$ cat src/hw/rtl/mre_pkg.sv
package mre_pkg;

    localparam int MAX_LEN_DEF = 512;
    localparam int CHUNK_BYTES = 8;
    localparam int IDX_W       = 10;
    localparam int CNT_W       = $clog2(CHUNK_BYTES);

    localparam logic [7:0] MARK_ATTR_HI = 8'hFE;
    localparam logic [7:0] MARK_VAL_HI  = 8'hFD;
    localparam logic [7:0] MARK_SUB_HI  = 8'hFC;
    localparam logic [7:0] MARK_ATTR_LO = 8'h5E;
    localparam logic [7:0] MARK_VAL_LO  = 8'h5D;
    localparam logic [7:0] MARK_SUB_LO  = 8'h5C;

    typedef enum logic [2:0] {
        ST_IDLE,
        ST_HOLD_SETUP,
        ST_HOLD_RUN,
        ST_SEL_SETUP,
        ST_SEL_RUN,
        ST_EMIT_SETUP,
        ST_EMIT_RUN
    } t_state;

    typedef enum logic [2:0] {
        CMD_NONE,
        CMD_SETUP_HOLD,
        CMD_SETUP,
        CMD_HOLD,
        CMD_SELECT,
        CMD_EMIT
    } t_op;

    typedef enum logic [1:0] {
        LVL_ATTR,
        LVL_VAL,
        LVL_SUB
    } t_level;

    typedef struct packed {
        logic   load;   // input transfer this cycle
        t_op    op;
        t_level level;
    } t_cmd;

    typedef struct packed {
        logic attr_in_nz;   // attribute index on the input ports is nonzero
        logic val_nz;
        logic sub_nz;
        logic done;         // current scan finishes this cycle
    } t_status;

endpackage

$ cat src/hw/rtl/mre_ctrl.sv
module mre_ctrl import mre_pkg::*; (
    input  logic    i_clk,
    input  logic    i_rst_n,
    input  logic    i_start,
    input  logic    i_end_of_record,
    input  t_status i_status,
    output t_cmd    o_cmd,
    output logic    o_busy
);

    t_state r_state, n_state;
    t_level r_level, n_level;

    always_ff @(posedge i_clk) begin
        if (!i_rst_n) begin
            r_state <= ST_IDLE;
            r_level <= LVL_ATTR;
        end else begin
            r_state <= n_state;
            r_level <= n_level;
        end
    end

    always_comb begin
        n_state      = r_state;
        n_level      = r_level;
        o_cmd.load   = 1'b0;
        o_cmd.op     = CMD_NONE;
        o_cmd.level  = r_level;
        o_busy       = (r_state != ST_IDLE);
        unique case (r_state)
            ST_IDLE: begin
                if (i_start) begin
                    o_cmd.load = 1'b1;
                    if (i_end_of_record) begin
                        n_level = LVL_ATTR;
                        n_state = i_status.attr_in_nz ? ST_HOLD_SETUP : ST_EMIT_SETUP;
                    end
                end
            end
            ST_HOLD_SETUP: begin
                o_cmd.op = CMD_SETUP_HOLD;
                n_state  = ST_HOLD_RUN;
            end
            ST_HOLD_RUN: begin
                o_cmd.op = CMD_HOLD;
                if (i_status.done) begin
                    n_state = ST_SEL_SETUP;
                end
            end
            ST_SEL_SETUP: begin
                o_cmd.op = CMD_SETUP;
                n_state  = ST_SEL_RUN;
            end
            ST_SEL_RUN: begin
                o_cmd.op = CMD_SELECT;
                if (i_status.done) begin
                    if (r_level == LVL_ATTR && i_status.val_nz) begin
                        n_level = LVL_VAL;
                        n_state = ST_HOLD_SETUP;
                    end else if (r_level == LVL_VAL && i_status.sub_nz) begin
                        n_level = LVL_SUB;
                        n_state = ST_HOLD_SETUP;
                    end else begin
                        n_state = ST_EMIT_SETUP;
                    end
                end
            end
            ST_EMIT_SETUP: begin
                o_cmd.op = CMD_SETUP;
                n_state  = ST_EMIT_RUN;
            end
            ST_EMIT_RUN: begin
                o_cmd.op = CMD_EMIT;
                if (i_status.done) begin
                    n_state = ST_IDLE;
                end
            end
            default: begin
                n_state = ST_IDLE;
            end
        endcase
    end

endmodule

$ cat config.mk
export PLATFORM = sky130hd
export DESIGN_NAME = mre_ctrl
export DESIGN_NICKNAME = d
export VERILOG_FILES = /design/src/hw/rtl/mre_pkg.sv /design/src/hw/rtl/mre_ctrl.sv
export SDC_FILE = /design/constraint.sdc
export NUM_CORES = 1
export LEC_CHECK = 0
export BUFFER_PORTS_ARGS = -buffer_cell sky130_fd_sc_hd__buf_4
export CAP_MARGIN = 20
export CORE_AREA = 4 4 41 43
export DETAILED_ROUTE_END_ITERATION = 8
export DIE_AREA = 0 0 45 47
export GPL_ROUTABILITY_DRIVEN = 0
export HOLD_SLACK_MARGIN = 0.1
export PLACE_DENSITY_LB_ADDON = 0.1
export SLEW_MARGIN = 20
export SYNTH_ARGS = -nofsm -noshare
export SYNTH_HDL_FRONTEND = slang
export SYNTH_SLANG_ARGS = --single-unit
$ cat constraint.sdc
create_clock -name i_clk -period 4 [get_ports i_clk]
set_input_delay 0.6 -clock i_clk [delete_from_list [all_inputs] [get_ports i_clk]]
set_output_delay 0.6 -clock i_clk [all_outputs]
set_load 0.01 [all_outputs]
==> results of run 1 <==
==> critical path, stage by stage (launching register included) <==
cell	delay [ns]
sky130_fd_sc_hd__dfxtp_1	0.43
sky130_fd_sc_hd__or3_1	0.46
sky130_fd_sc_hd__nor2_1	0.10
sky130_fd_sc_hd__buf_4	0.12
==> logic make-up (layout without fill, tap and decap cells) <==
family / after synthesis / in the layout / synth area share, %
compound gates: 18 / 18 / 35.3
simple gates: 18 / 18 / 27.1
buf+inv: 7 / 22 / 8.82
flops: 5 / 5 / 26.1
mux: 1 / 1 / 2.61
==> stage by stage <==
stage	instances	hold slack (ns)	instance area (um2)	total power [mW]	utilization [%]
6_report	79	0.589	514	0.185	39.5
5_1_grt	79	0.608	514	0.201	39.5
4_1_cts	79	0.595	514	0.188	39.5
3_5_place_dp	75	0.586	488	0.128	37.5
3_3_place_gp	75	0.585	488	0.129	37.5
2_1_floorplan	49	0.517	383	0.104	-
==> per-layer routing <==
metal	up-vias	track usage (%)	part of all wire, %
met1	181	12.6	42
li1	212	-	-
met4	0	1.75	0
met2	16	16.1	47
met5	-	0	0
met3	0	6.90	10
==> state kept, by name, summed over array words and instances (netlist names) <==
signal	cells
r_state	3
r_level	2
==> power by group through the flow <==
stage / clock (mW) / sequential (mW) / combinational (mW)
after floorplan: 0 / 0.0573 / 0.0470
after global placement: 0 / 0.0653 / 0.0636
after detailed placement: 0 / 0.0649 / 0.0631
after CTS: 0.0609 / 0.0640 / 0.0635
after global routing: 0.0661 / 0.0654 / 0.0699
final: 0.0583 / 0.0637 / 0.0625
==> layout by cell type, fill, tap and decap left out, drive strengths merged <==
cell type and count:
o221a 1, a211oi 3, a2111oi 1, nor2b 1, clkbuf 4, nand2b 3
buf 14, o211ai 1, nand3b 2, a21oi 5, mux2i 1, nor2 2
a32o 1, or3b 1, inv 4, or3 3, nand2 3, o21ai 2
dfxtp 5, nand3 1, a21o 1, or2 2, o2111ai 1, a22o 1
o31a 1
==> layout make-up <==
class	instances	area (um2)	share of cell area [%]
multi-input combinational	37	249	48.4
inverter	4	15.0	2.92
sequential	5	100	19.5
tap	15	18.8	3.65
timing repair buffer	14	105	20.4
clock buffer	4	26.3	5.11
==> worst min path at each step <==
stage	from	end	cells after the start
2_1_floorplan	r_state[0]	r_state[1]	2
3_3_place_gp	r_level[0]	r_level[0]	3
3_5_place_dp	r_level[0]	r_level[0]	3
4_1_cts	r_level[0]	r_level[0]	3
5_1_grt	i_rst_n	r_level[1]	2
6_report	r_level[0]	r_level[0]	3
==> impl_summary.log, run 1 <==
[metrics] sum of net half-perimeters after detailed placement: 706 um
[metrics] most common library cells after synthesis: sky130_fd_sc_hd__a21oi_1, sky130_fd_sc_hd__dfxtp_1, sky130_fd_sc_hd__inv_1
[metrics] pin count of the biggest net entering global routing: 16
[metrics] tightest slew margin relative to the limit: 72.2%
[metrics] Mapped Nets: 57
[metrics] count of warnings emitted by yosys: 0
[metrics] reg-to-reg critical path startpoint: r_state[1]
[metrics] synth-to-layout area growth: 34.3%
[metrics] number of buffers inserted during clock tree synthesis: 3
[metrics] netlist area before placement: 383 um2
[metrics] top post-synthesis cells by area: sky130_fd_sc_hd__dfxtp_1, sky130_fd_sc_hd__a21oi_1, sky130_fd_sc_hd__a211oi_1
[metrics] worst vdd ir: 0.233 mV
[metrics] leakage power summed over all cells: 0.211 nW
[metrics] Antenna Nets Post-Route: 0
[metrics] Die X-Extent: 45 um
[metrics] Post-Synthesis Cells: 49
[metrics] total routed wirelength: 910 um
[metrics] count of clock tree sinks: 5
[metrics] clock share of power: 31.6%
[metrics] average size of a mapped cell: 7.81 um2
[metrics] net load switching power: 0.0591 mW
[metrics] cell-internal power: 0.125 mW
[metrics] DR iter-0 viols: 10
[metrics] quantity of gates resized following cts: 0
[metrics] Clock Latency Late Sink: 0.24 ns
[metrics] Clock Path Buffers: 2
[metrics] antenna violations before repair: 0
[metrics] nature of the critical path endpoint: primary output
[metrics] average routed wire per standard cell: 11.5 um
[metrics] Setup Slack @ Placement: 2.30 ns
[metrics] Seq pwr share: 34.5%
[metrics] actual slew at the worst max-slew pin: 0.416 ns
[metrics] number of hold-repair buffers added at the cts stage: 0
[metrics] Power Dens Cells: 359 nW/um2
[metrics] number of different library cells in the post-synthesis netlist: 25
[metrics] Post-synth ARST share: 0%
[metrics] endpoint required time on the critical path: 3.40 ns
[metrics] Top-Level Pins: 15
[metrics] path depth of the worst reg2reg path: 3
[metrics] filler cell count: 147
[metrics] Worst Skew: 0.00338 ns
[metrics] number of vias after detailed routing: 409
[metrics] antenna diode count: 0
[metrics] overall die area: 2120 um2
[metrics] register-to-register path setup slack: 2.57 ns
[metrics] Avg Vias per Cell: 5.18
[metrics] effective utilization at floorplan: 29.4%
[metrics] DRC violation count after routing: 0
[metrics] number of max-capacitance violations reported: 0
[metrics] Root Buffer Master: sky130_fd_sc_hd__clkbuf_4
[metrics] ratio of cells with drive above 1 in the final layout: 28.1%
[metrics] site row count: 13
[metrics] portion of the post-synthesis area used by sequential elements: 26.1%
[metrics] Arrival @ worst endpoint: 1.36 ns
[metrics] net count reported at finish: 73
[metrics] number of max-slew violations in the final report: 0
[metrics] Sum Neg Setup Slack: 0 ns
[metrics] worst-path fanout max: 15
[metrics] worst setup path category: flop to primary output
[metrics] biggest area consumer among synthesized cells: sky130_fd_sc_hd__dfxtp_1
[metrics] RSZ-0062 raised after global routing: no
[metrics] clock transition at the register clock pins on the worst setup and hold paths after CTS: 0.04 ns
[metrics] number of port buffers: 14
[metrics] run status: finished, final reports clean
[metrics] setup slack of the critical path after layout: 2.04 ns
[metrics] Post-CTS Setup Repair Bufs: 0
[metrics] count of flip-flops with a built-in enable after synthesis: 0
[metrics] Total GRT Usage: 10.5%
[metrics] clock tree from TritonCTS: built
[metrics] drt pass-1 iters: 4
[metrics] total number of H-tree levels: 1
[metrics] period utilisation layout: 48.9%
[metrics] source of the critical timing path: r_state[2]
[metrics] startpoint type of the worst setup path: flop
[metrics] most frequently used flop master after synthesis: sky130_fd_sc_hd__dfxtp_1
[metrics] grt ovf: 0
[metrics] Critical R2R Capture: r_state[2]
[metrics] Seq cells post-synth: 5
[metrics] first-pass GRT wire length: 1530 um
[metrics] Die H: 47 um
[metrics] fraction of synthesized cell area taken by the top area cell type: 26.1%
[metrics] maximum operating frequency: 0.511 GHz
[metrics] count of endpoints failing setup in the final report: 0
[metrics] worst setup path endpoint: o_cmd[5]
[metrics] net switching fraction of the power: 32.0%
[metrics] clock period minus worst slack: 1.96 ns
[metrics] vias in the first global route: 361
[metrics] worst min path class: flop to flop
[metrics] proportion of power drawn by combinational gates: 33.9%
[metrics] Hold Violations, Final: 0
[metrics] area of the placeable core: 1300 um2
Note: power is estimated with default switching activity, not from simulation.
==> run 2, diff against run 1 <==
==> constraint.sdc (replaced) <==
create_clock -name i_clk -period 1.8 [get_ports i_clk]
set_input_delay 0.27 -clock i_clk [delete_from_list [all_inputs] [get_ports i_clk]]
set_output_delay 0.27 -clock i_clk [all_outputs]
set_load 0.01 [all_outputs]
==> run 2 against run 1 <==
Sequential cell count unchanged. Register-to-register slack got worse by 2.2 ns. First-iteration DRC count decreased by 60%. Cell area unchanged. Via count increased by 1.2%. Critical path type unchanged. Critical endpoint unchanged.
==> impl_summary.log, run 2 (synthesis gave the netlist of run 1 again) <==
[metrics] overall die area: 2120 um2
[metrics] worst setup path category: flop to primary output
[metrics] Clock Path Buffers: 2
[metrics] Setup Slack @ Placement: 0.352 ns
[metrics] largest register by flop count: r_state
[metrics] Worst Skew: 0.00234 ns
[metrics] average routed wire per standard cell: 12.4 um
[metrics] clock tree from TritonCTS: built
[metrics] Avg Vias per Cell: 5.24
[metrics] drt pass-1 iters: 4
[metrics] Seq pwr share: 34.7%
[metrics] maximum operating frequency: 0.608 GHz
[metrics] grt ovf: 0
[metrics] worst vdd ir: 0.343 mV
[metrics] period utilisation layout: 91.3%
[metrics] filler cell count: 145
[metrics] Hold Violations, Final: 0
[metrics] vias in the first global route: 386
[metrics] site row count: 13
[metrics] DR iter-0 viols: 4
[metrics] clock share of power: 31.4%
[metrics] antenna diode count: 0
[metrics] Clock Latency Late Sink: 0.24 ns
[metrics] RSZ-0062 raised after global routing: no
[metrics] actual slew at the worst max-slew pin: 0.449 ns
[metrics] leakage power summed over all cells: 0.211 nW
[metrics] run status: finished, final reports clean
[metrics] number of max-capacitance violations reported: 0
[metrics] Arrival @ worst endpoint: 1.37 ns
[metrics] total design power: 0.415 mW
[metrics] number of port buffers: 14
[metrics] area of the placeable core: 1300 um2
[metrics] startpoint type of the worst setup path: flop
[metrics] worst-path fanout max: 15
[metrics] total routed wirelength: 977 um
[metrics] Die X-Extent: 45 um
[metrics] number of vias after detailed routing: 414
[metrics] endpoint required time on the critical path: 1.53 ns
[metrics] tightest slew margin relative to the limit: 70.0%
[metrics] Top-Level Pins: 15
[metrics] synth-to-layout area growth: 34.3%
[metrics] Antenna Nets Post-Route: 0
[metrics] Root Buffer Master: sky130_fd_sc_hd__clkbuf_4
[metrics] net count reported at finish: 73
[metrics] clock period minus worst slack: 1.64 ns
[metrics] Sum Neg Setup Slack: 0 ns
[metrics] number of flip-flops in the largest register: 3
[metrics] worst min path class: input pin to flop
[metrics] effective utilization at floorplan: 29.4%
[metrics] net switching fraction of the power: 32.7%
[metrics] DRC violation count after routing: 0
[metrics] most common cell after layout, fill and taps aside: sky130_fd_sc_hd__buf_4
[metrics] Post-CTS Setup Repair Bufs: 0
[metrics] most frequent cells in the layout: sky130_fd_sc_hd__buf_4, sky130_fd_sc_hd__a21oi_1, sky130_fd_sc_hd__dfxtp_1
[metrics] pin count of the biggest net entering global routing: 16
[metrics] Power Dens Cells: 806 nW/um2
[metrics] cell-internal power: 0.279 mW
[metrics] hold slack: 0.297 ns
[metrics] clock transition at the register clock pins on the worst setup and hold paths after CTS: 0.05 ns
[metrics] number of buffers inserted during clock tree synthesis: 3
[metrics] Total GRT Usage: 10.1%
[metrics] antenna violations before repair: 0
[metrics] nature of the critical path endpoint: primary output
[metrics] number of max-slew violations in the final report: 0
[metrics] Top Registers: r_state: 3 flops, r_level: 2 flops
[metrics] count of endpoints failing setup in the final report: 0
[metrics] sum of net half-perimeters after detailed placement: 727 um
[metrics] setup slack of the critical path after layout: 0.156 ns
[metrics] total number of H-tree levels: 1
[metrics] Die H: 47 um
[metrics] proportion of power drawn by combinational gates: 33.9%
[metrics] first-pass GRT wire length: 1580 um
[metrics] count of clock tree sinks: 5
[metrics] ratio of cells with drive above 1 in the final layout: 28.1%
[metrics] net load switching power: 0.136 mW
[metrics] quantity of gates resized following cts: 0
[metrics] number of hold-repair buffers added at the cts stage: 0
## run 2: cell counts in the layout (fill, tap and decap cells not counted)
No cell type changed its count.
## run 2: final timing paths
check                  start  slack [ns]  cells past startpoint         end
setup reg to reg  r_state[1]        0.34                      3  r_state[2]
hold reg to reg   r_level[0]        0.60                      3  r_level[0]
hold / removal       i_rst_n        0.30                      2  r_level[1]
setup / recovery  r_state[2]        0.16                      3    o_cmd[5]
## run 2: critical path, cell delays in order, from the launching register on
cell and delay, ns:
sky130_fd_sc_hd__dfxtp_1 0.44, sky130_fd_sc_hd__or3_1 0.46, sky130_fd_sc_hd__nor2_1 0.10, sky130_fd_sc_hd__buf_4 0.12
## run 2: cell type report
class / instances / area (um2) / share of cell area, %
flip-flops and latches: 5 / 100 / 19.5
well taps: 15 / 18.8 / 3.65
inverters: 4 / 15.0 / 2.92
clock buffers: 4 / 26.3 / 5.11
multi-input cells: 37 / 249 / 48.4
repair buffers: 14 / 105 / 20.4
## run 2: power by group through the flow
| stage | registers, mW | logic, mW | clock network [mW] |
|---|---|---|---|
| 5_1_grt | 0.147 | 0.155 | 0.145 |
| 2_1_floorplan | 0.127 | 0.105 | 0 |
| 4_1_cts | 0.143 | 0.142 | 0.134 |
| 6_report | 0.144 | 0.141 | 0.130 |
| 3_5_place_dp | 0.145 | 0.142 | 0 |
| 3_3_place_gp | 0.145 | 0.142 | 0 |
## run 2: metrics by stage
stage                     area, um2  cells  util (%)
after floorplan                 383     49         -
after global placement          488     75      37.5
after detailed placement        488     75      37.5
after CTS                       514     79      39.5
after global routing            514     79      39.5
final                           514     79      39.5
## run 2: per-layer routing
metal	vias up	global-route usage, %	part of all wire (%)	routed length (um)
met2	8	15.3	45	435
met1	192	13.2	50	493
met3	0	2.68	4.9	48
li1	214	-	-	-
met5	-	0	0	0
met4	0	5.26	0	0
==> run 3, diff against run 2 <==
--- a/config.mk
+++ b/config.mk
@@ -13,6 +13,8 @@
 export GPL_ROUTABILITY_DRIVEN = 0
 export HOLD_SLACK_MARGIN = 0.1
 export PLACE_DENSITY_LB_ADDON = 0.1
+export RECOVER_POWER = 100
+export SKIP_LAST_GASP = 1
 export SLEW_MARGIN = 20
 export SYNTH_ARGS = -nofsm -noshare
 export SYNTH_HDL_FRONTEND = slang
==> constraint.sdc (replaced) <==
create_clock -name i_clk -period 1.8 [get_ports i_clk]
set_input_delay 0.36 -clock i_clk [delete_from_list [all_inputs] [get_ports i_clk]]
set_output_delay 0.36 -clock i_clk [all_outputs]
set_load 0.01 [all_outputs]
==> run 3 against run 2 <==
Critical path depth stayed put. Clock power hardly changed. Sequential power is 4% lower. Worst setup slack worse by 0.024 ns. Clock skew is 0.0011 ns lower. Global-route usage is 1.0 points higher. Count of clock-buffer cells in the layout stayed put. Worst hold slack better by 0.079 ns. Cell area is 4.1% lower. Maximum frequency is 1.4% lower. Combinational power is 7% lower. Register-to-register slack worse by 0.06 ns. Critical endpoint unchanged. Highest routed layer is now met4.
==> impl_summary.log, run 3 (synthesis gave the netlist of run 1 again) <==
[metrics] run status: finished, final reports clean
[metrics] number of flip-flops in the largest register: 3
[metrics] routed metal-1 wire length: 422 um
[metrics] worst vdd ir: 0.311 mV
[metrics] antenna violations before repair: 0
[metrics] area of the placeable core: 1300 um2
[metrics] Antenna Nets Post-Route: 0
[metrics] Root Buffer Master: sky130_fd_sc_hd__clkbuf_4
[metrics] period utilisation layout: 92.7%
[metrics] vias in the first global route: 371
[metrics] most frequent cells in the layout: sky130_fd_sc_hd__buf_4, sky130_fd_sc_hd__clkbuf_1, sky130_fd_sc_hd__a21oi_1, sky130_fd_sc_hd__dfxtp_1, sky130_fd_sc_hd__inv_1
[metrics] overall die area: 2120 um2
[metrics] leakage power summed over all cells: 0.188 nW
[metrics] sum of net half-perimeters after detailed placement: 698 um
[metrics] uppermost routed layer: met4
[metrics] Top Registers: r_state: 3 flops, r_level: 2 flops
[metrics] most common cell after layout, fill and taps aside: sky130_fd_sc_hd__buf_4
[metrics] met2 wirelength from detailed routing: 404 um
[metrics] count of endpoints failing setup in the final report: 0
[metrics] placement-stage cell area: 495 um2
[metrics] average routed wire per standard cell: 11.4 um
[metrics] filler cell count: 164
[metrics] register-to-register path setup slack: 0.28 ns
[metrics] actual slew at the worst max-slew pin: 0.359 ns
[metrics] number of port buffers: 14
[metrics] Avg Vias per Cell: 5.13
[metrics] Die H: 47 um
[metrics] maximum operating frequency: 0.600 GHz
[metrics] DR iter-0 viols: 10
[metrics] clock period minus worst slack: 1.67 ns
[metrics] Post-CTS Setup Repair Bufs: 0
[metrics] post-layout utilization of the core: 37.9%
[metrics] worst min path class: input pin to flop
[metrics] worst setup path category: flop to primary output
[metrics] count of clock tree sinks: 5
[metrics] total length of routed met3 wires: 66 um
[metrics] number of max-capacitance violations reported: 0
[metrics] first-pass GRT wire length: 1640 um
[metrics] number of hold-repair buffers added at the cts stage: 0
[metrics] design area: 493 um2
[metrics] Hold Startpoint: i_rst_n
[metrics] DRC violation count after routing: 0
[metrics] reg-to-reg critical path startpoint: r_state[1]
[metrics] startpoint type of the worst setup path: flop
[metrics] Top-Level Pins: 15
[metrics] net count reported at finish: 74
[metrics] ratio of cells with drive above 1 in the final layout: 18.5%
[metrics] sequential standard cell area: 100 um2
[metrics] hold-critical path depth: 2
[metrics] Die X-Extent: 45 um
[metrics] Worst Skew: 0.00129 ns
[metrics] drt pass-1 iters: 4
[metrics] Power Dens Cells: 809 nW/um2
[metrics] clock tree from TritonCTS: built
[metrics] total routed wirelength: 911 um
[metrics] number of buffers inserted during clock tree synthesis: 3
[metrics] path depth of the worst reg2reg path: 3
[metrics] synth-to-layout area growth: 28.8%
[metrics] footprint of the multi-input gates: 243 um2
[metrics] Arrival @ worst endpoint: 1.31 ns
[metrics] Total GRT Usage: 11.2%
[metrics] endpoint required time on the critical path: 1.44 ns
[metrics] nature of the critical path endpoint: primary output
[metrics] Sum Neg Setup Slack: 0 ns
[metrics] grt ovf: 0
[metrics] number of max-slew violations in the final report: 0
[metrics] quantity of gates resized following cts: 0
[metrics] end of the worst hold path: r_level[1]
[metrics] clock transition at the register clock pins on the worst setup and hold paths after CTS: 0.04 ns
[metrics] RSZ-0062 raised after global routing: no
[metrics] Hold Violations, Final: 0
[metrics] Clock Path Buffers: 2
[metrics] Clock Latency Late Sink: 0.24 ns
[metrics] hold slack: 0.376 ns
[metrics] largest register by flop count: r_state
[metrics] pin count of the biggest net entering global routing: 13
[metrics] worst-path fanout max: 10
[metrics] total number of H-tree levels: 1
[metrics] site row count: 13
[metrics] total design power: 0.399 mW
[metrics] number of vias after detailed routing: 410
[metrics] antenna diode count: 0
[metrics] effective utilization at floorplan: 29.4%
[metrics] tightest slew margin relative to the limit: 75.4%
[metrics] Critical R2R Capture: r_state[2]
## run 3: final cells by class
cell class / instances / area share (%)
Timing Repair Buffer: 15 / 18.3
Multi-Input combinational cell: 37 / 49.2
Tap cell: 15 / 3.81
Inverter: 4 / 3.05
Clock buffer: 4 / 5.33
Sequential cell: 5 / 20.3
## run 3: per-layer routing
metal | GRT usage (%) | vias to the layer above
li1 | - | 216
met2 | 14.1 | 12
met4 | 7.02 | 0
met1 | 14.6 | 178
met5 | 0 | -
met3 | 5.75 | 4
## run 3: per-stage QoR
step | setup slack (ns) | instances
global placement | 0.382 | 76
detailed placement | 0.344 | 76
CTS | 0.138 | 80
finish | 0.132 | 80
global route | 0.00580 | 80
floorplan | 0.401 | 49
## run 3: worst max-delay path: stages, from the launching register on
cell and delay, ns:
sky130_fd_sc_hd__dfxtp_1 0.38, sky130_fd_sc_hd__or3_1 0.43, sky130_fd_sc_hd__nor2_1 0.10, sky130_fd_sc_hd__clkbuf_1 0.15
## run 3: report_power, final
group          internal [mW]  switching [mW]
Combinational         0.0637          0.0669
Sequential             0.120          0.0179
Clock                 0.0838          0.0466
Total                  0.267           0.131
## run 3: how the worst max path moves through the flow
stage / start / to / slack [ns] / cells after the start
after floorplan: r_state[1] / r_state[2] / 0.40 / 4
final: r_state[1] / o_cmd[5] / 0.13 / 3
after detailed placement: r_state[1] / r_state[2] / 0.34 / 3
after CTS: r_state[1] / o_cmd[5] / 0.14 / 3
after global placement: r_state[1] / r_state[2] / 0.38 / 3
after global routing: r_state[0] / o_cmd[2] / 0.006 / 3
